`config.mk`:
```
export PLATFORM = sky130hd
export DESIGN_NAME = rvcq_cell
export DESIGN_NICKNAME = d
export VERILOG_FILES = /design/src/rtl/rvcq_pkg.sv /design/src/rtl/rvcq_cell.sv
export SDC_FILE = /design/constraint.sdc
export NUM_CORES = 1
export LEC_CHECK = 0
export ABC_AREA = 1
export BUFFER_PORTS_ARGS = -buffer_cell sky130_fd_sc_hd__buf_2
export CAP_MARGIN = 20
export CORE_MARGIN = 1
export CORE_UTILIZATION = 30
export DETAILED_ROUTE_END_ITERATION = 10
export PLACE_DENSITY_LB_ADDON = 0.1
export SETUP_SLACK_MARGIN = 0.1
export SLEW_MARGIN = 20
export SYNTH_ARGS = -nofsm -noshare
export SYNTH_HDL_FRONTEND = slang
export SYNTH_SLANG_ARGS = --single-unit
```
`constraint.sdc`:
```
create_clock -name clk -period 4.7 [get_ports clk]
set_input_delay 0.94 -clock clk [delete_from_list [all_inputs] [get_ports clk]]
set_output_delay 0.94 -clock clk [all_outputs]
set_load 0.1 [all_outputs]
```
`src/rtl/rvcq_pkg.sv`:
```
`timescale 1ns / 1ps
package rvcq_pkg;

  // widths cover the largest supported element count (65536)
  localparam int IDX_MAX_W = 16;
  localparam int CNT_MAX_W = 17;
  localparam int VAL_W     = 32;
  localparam int POS_W     = 10;
  localparam int LEN_W     = 11;
  localparam int CFG_AW    = 3;

  localparam logic [10:0] ARRAY_LENGTH_RESET = 11'd1024;

  // register index (word address bit above the byte offset)
  localparam logic REG_ARRAY_LENGTH = 1'b0;

  typedef enum logic {
    OP_WRITE = 1'b0,
    OP_QUERY = 1'b1
  } rvcq_op_t;

  // one transaction traveling down the cell row
  typedef struct packed {
    logic                        valid;
    rvcq_op_t                    op;
    logic [IDX_MAX_W-1:0]        pos;
    logic signed [VAL_W-1:0]     value;
    logic                        empty;
    logic [IDX_MAX_W-1:0]        start;
    logic [IDX_MAX_W-1:0]        stop;
    logic signed [VAL_W-1:0]     lo;
    logic signed [VAL_W-1:0]     hi;
    logic                        hit;
    logic [IDX_MAX_W-1:0]        first;
    logic [CNT_MAX_W-1:0]        count;
  } rvcq_token_t;

endpackage

```
`src/rtl/rvcq_cell.sv`:
```
`timescale 1ns / 1ps
module rvcq_cell #(
  parameter int CELL_INDEX = 0
) (
  input  logic                clk,
  input  logic                rst,
  input  logic                advance,
  input  rvcq_pkg::rvcq_token_t tok_in,
  output rvcq_pkg::rvcq_token_t tok_out
);
  import rvcq_pkg::*;

  localparam logic [IDX_MAX_W-1:0] MY_IDX = IDX_MAX_W'(CELL_INDEX);

  logic signed [VAL_W-1:0] element;
  logic                    write_hit;
  logic                    in_window;
  logic                    match;
  rvcq_token_t             tok_next;

  assign write_hit = tok_in.valid && (tok_in.op == OP_WRITE) && (tok_in.pos == MY_IDX);
  assign in_window = (tok_in.start <= MY_IDX) && (MY_IDX <= tok_in.stop);
  assign match     = tok_in.valid && (tok_in.op == OP_QUERY) && !tok_in.empty && in_window
                     && (element >= tok_in.lo) && (element <= tok_in.hi);

  always_comb begin
    tok_next = tok_in;
    if (match) begin
      tok_next.count = tok_in.count + 1'b1;
      if (!tok_in.hit) begin
        tok_next.hit   = 1'b1;
        tok_next.first = MY_IDX;
      end
    end
  end

  // element held by this cell
  always_ff @(posedge clk) begin
    if (advance && write_hit) begin
      element <= tok_in.value;
    end
  end

  always_ff @(posedge clk) begin
    if (rst) begin
      tok_out.valid <= 1'b0;
    end else if (advance) begin
      tok_out.valid <= tok_next.valid;
    end
    if (advance) begin
      tok_out.op    <= tok_next.op;
      tok_out.pos   <= tok_next.pos;
      tok_out.value <= tok_next.value;
      tok_out.empty <= tok_next.empty;
      tok_out.start <= tok_next.start;
      tok_out.stop  <= tok_next.stop;
      tok_out.lo    <= tok_next.lo;
      tok_out.hi    <= tok_next.hi;
      tok_out.hit   <= tok_next.hit;
      tok_out.first <= tok_next.first;
      tok_out.count <= tok_next.count;
    end
  end

endmodule

```
; ---- After elaboration in Yosys (flattened, before gate mapping)
; Index checks and enable logic that the tools add are counted.
[word_totals]
output_inout_bits = 181
word_cells = 32
register_bits = 213
input_bits = 184
[op_classes]
n_lt_le_gt_ge = 4
bitwise_logic = 1
n_reduce_logical = 11
n_mux = 2
add_sub_neg = 1
[op_table]
columns = operator, n
row1 = $mux 34, 1
row2 = $ge 32x32->1, 1
row3 = $le 32x32->1, 1
row4 = $add 17x1->17 const B, 1
row5 = $le 1x16->1 const A, 1
row6 = $le 16x1->1 const B, 1
row7 = $logic_not 16->1, 1
row8 = $mux 16, 1
row9 = $logic_and 1x1->1, 9
row10 = $logic_not 1->1, 1
row11 = $not 1->1, 1

; ---- Depth between registers and ports, before layout
[logic_depth]
ltp_word = 6
ltp_mapped = 19
mapped_depth_nobuf = 18

; ---- Least setup slack after synthesis
; No wires, ideal clock.
[synth_timing]
path_type = input port to flip-flop
start = in tok_in[171] (netlist name)
end = reg element[0] (enable)
path_buffers = 0
arrival_ns = 4.574
stages = 2
path_slack_ns = -0.376
required_time_ns = 4.198
setup_time_ns = 0.502
path_cell_list = or4_1 > nor4_1
[synth_between]
elab_chain_cells = 3
[synth_lines]
columns = element, line
row1 = start: declaration, rvcq_cell.sv:8  ; input rvcq_pkg::rvcq_token_t tok_in,
row2 = $logic_not 16->1, rvcq_cell.sv:21  ; assign write_hit = tok_in.valid && (tok_in.op == OP_WRITE) && (tok_in.pos == MY_IDX);
row3 = $logic_and 1x1->1, rvcq_cell.sv:21
row4 = $logic_and 1x1->1, rvcq_cell.sv:39  ; if (advance && write_hit) begin
row5 = end signal: assignment, rvcq_cell.sv:40  ; element <= tok_in.value;
row6 = end: declaration, rvcq_cell.sv:15  ; logic signed [VAL_W-1:0] element;
; No other way between the ends.
; A chain may end at the register's enable or synchronous reset.

==> results.txt <==
Tot Pwr - 5500 uW
Slew HR - 41.6%
Final #Nets - 1371
Die width - 178 um
Via Count - 6721
Critical path fanouts, max - 34
Pleak - 0.00580 uW
Yosys reg bits - 213
GRT Total Usage - 14.9%
Yosys warns - 0
# H-tree levels - 1
Placer Congestion - 0.779
Die height - 178 um
Die area - 0.0317 sq mm
Critical path class - input port to flip-flop
Vias in the first global route - 6643
Layout cells sized above 1 - 36.0%
Synth cell types - 27
Largest net degree at the start of global routing - 68
Cell row count - 64
Max-cap viol count - 0
CTS Buf Count - 26
First-pass GRT wire length - 36000 um
Setup repair bufs after CTS - 0
WL final - 24600 um
RSZ-0062 raised after global routing - no
CTS tree - yes
Post-cts resize count - 0
PwrDens - 443 mW/mm^2
Ports - 365
Post-route ant nets - 0
I/O Buffers - 364
Slowest cell on the critical path - ha_1
Peak supply drop - 364 uV
DR pass1 iterations - 4
DR WL/cell - 16.0 um
Fin. Hold Viols - 0
Via density - 4.38
Fillers - 3037
Tmin final - 2.82 ns
CTS clk-pin slew, worst paths - 0.06 ns
Mean Syn Cell Area - 12.6 sq um
Slew Limit Fails - 0
Area growth syn-to-layout - 33.5%
Critical path's top delay family - simple AND/OR/NAND/NOR gates
Worst-Margin Slew - 0.876 ns
Root Buffer - clkbuf_16
Final core occ - 40.6%
TNS Setup - 0 ns
CTS Buffer Depth - 3
Setup crit start kind - input port
Setup violators final - 0
Hold-fix buffers, CTS - 0
Synthesized Nets - 987
DR iter-0 viols - 221
Initial antenna violation count - 3
Worst Path Required - 4.97 ns
Synthesized area - 0.00930 sq mm
Critical path endpoint category - flip-flop
CP most frequent cell - nand2_1
Clk_lat worst skew - 0.52 ns
# DRC - 0
CP cell instances - buf_2 > inv_1 > ha_1 > nand2_1 > nor2_1 > nand2_1 > nor4_2 > nand2_1 > nand2_1 > nand2_1 > nand3_2 > nand3_4 > nand2_1 > nand2_1
Final HPWL DP - 18400 um
Part of the Yosys area used for sequential elements - 68.6%
Run status - finished clean
Antenna Cells - 0
Cells after Synth - 738
Initial Util - 30.4%
Critical path arrival - 3.08 ns
Grt total ovfl - 0
Critical Path Max Stage Delay - 0.36 ns
Hold Path Class - flip-flop to flip-flop
Area of the core - 0.0306 sq mm
Fmax - 0.355 GHz
WP buf/inv - 2
WHS - 0.469 ns
Final period utilization - 59.9%
Worst Skew - 0.0117 ns
Clk sinks - 213
==> worst min-delay path, stage by stage, from the launching register on <==
cell	delay, ns
dfxtp_1	0.31
nand2_1	0.06
a21oi_1	0.05
==> cell usage in the layout, fill, tap and decap left out, types with 6 or more instances in the layout <==
master     instances
nand2_1          174
nor2_1            32
clkinv_1           6
buf_2            363
a21oi_1           31
buf_4              6
clkbuf_16         27
ha_1              65
edfxtp_1         212
xor2_1             7
nor3_1             6
inv_1            109
nand3_1            9
nand4_1           43
o21ai_0            6
xnor2_1            8
==> cell type report <==
| type | count | area (sq um) | share of cell area (%) |
|---|---|---|---|
| Multi-Input combinational cell | 402 | 2440 | 19.6 |
| Clock inverter | 13 | 123 | 0.988 |
| Tap cell | 396 | 495 | 3.99 |
| Inverter | 109 | 409 | 3.30 |
| Timing Repair Buffer | 370 | 1880 | 15.1 |
| Clock buffer | 31 | 691 | 5.56 |
| Sequential cell | 213 | 6390 | 51.4 |
==> cell usage after synthesis <==
master | instances | area, sq um
buf_2 | 9 | 45.0
o21a_1 | 4 | 30.0
xor2_1 | 7 | 61.3
nor2_1 | 32 | 120
and3_1 | 1 | 6.26
nor4_2 | 1 | 12.5
nand3_4 | 1 | 17.5
edfxtp_1 | 212 | 6370
or2_1 | 1 | 6.26
nor3_4 | 1 | 16.3
nor4_1 | 5 | 31.3
nand3_1 | 9 | 45.0
o21ai_0 | 6 | 30.0
xnor2_1 | 8 | 70.1
a21oi_1 | 31 | 155
nand2_1 | 174 | 653
nand4_1 | 43 | 269
nand3_2 | 2 | 20.0
a21o_1 | 1 | 7.51
clkbuf_1 | 2 | 7.51
or3_1 | 2 | 12.5
or4_1 | 2 | 15.0
nor3_1 | 6 | 30.0
ha_1 | 65 | 813
dfxtp_1 | 1 | 20.0
buf_6 | 3 | 33.8
inv_1 | 109 | 409
==> kinds of logic (layout without fill, tap and decap cells) <==
logic type / Yosys count / after routing / share of synthesized area (%)
AOI/OAI and AO/OA: 42 / 42 / 2.39
xor gates and xnor gates: 15 / 15 / 1.41
adders and majority gates: 65 / 65 / 8.74
buffers and inverters: 123 / 523 / 5.33
DFF: 213 / 213 / 68.6
and+or+nand+nor: 280 / 280 / 13.5
==> layer usage <==
metal	up-vias	global-route usage, %	wire (um)
met1	3083	17.6	9990
met2	254	25.9	11800
met4	6	3.74	421
li1	3341	-	-
met5	-	0	39
met3	37	4.90	2300
==> stage by stage <==
| stage | cell area, sq um | setup WS [ns] | cells |
|---|---|---|---|
| global route | 12400 | 1.57 | 1534 |
| CTS | 12400 | 1.80 | 1534 |
| floorplan | 9310 | 0.933 | 738 |
| detailed placement | 11600 | 1.24 | 1490 |
| global placement | 11600 | 1.23 | 1490 |
| finish | 12400 | 1.88 | 1534 |
==> registers in the layout, summed over array words and instances, names as in the netlist <==
| name | count |
|---|---|
| element | 32 |
| tok_out | 181 |
==> report_power, final <==
group / internal [uW] / switching, uW / leakage, uW
clock: 1150 / 771 / 0.000389
sequential: 2230 / 29.0 / 0.00206
combinational: 185 / 1130 / 0.00335
total: 3570 / 1930 / 0.00580
==> final timing paths <==
check | start | endpoint | slack [ns] | depth (start not counted)
hold / removal | tok_out[180] | tok_out[180] | 0.47 | 2
setup reg to reg | element[31] | tok_out[1] | 2.01 | 12
setup / recovery | tok_in[65] | tok_out[1] | 1.88 | 14
hold reg to reg | tok_out[180] | tok_out[180] | 0.47 | 2
No activity file was read; power rests on OpenSTA's default activity.
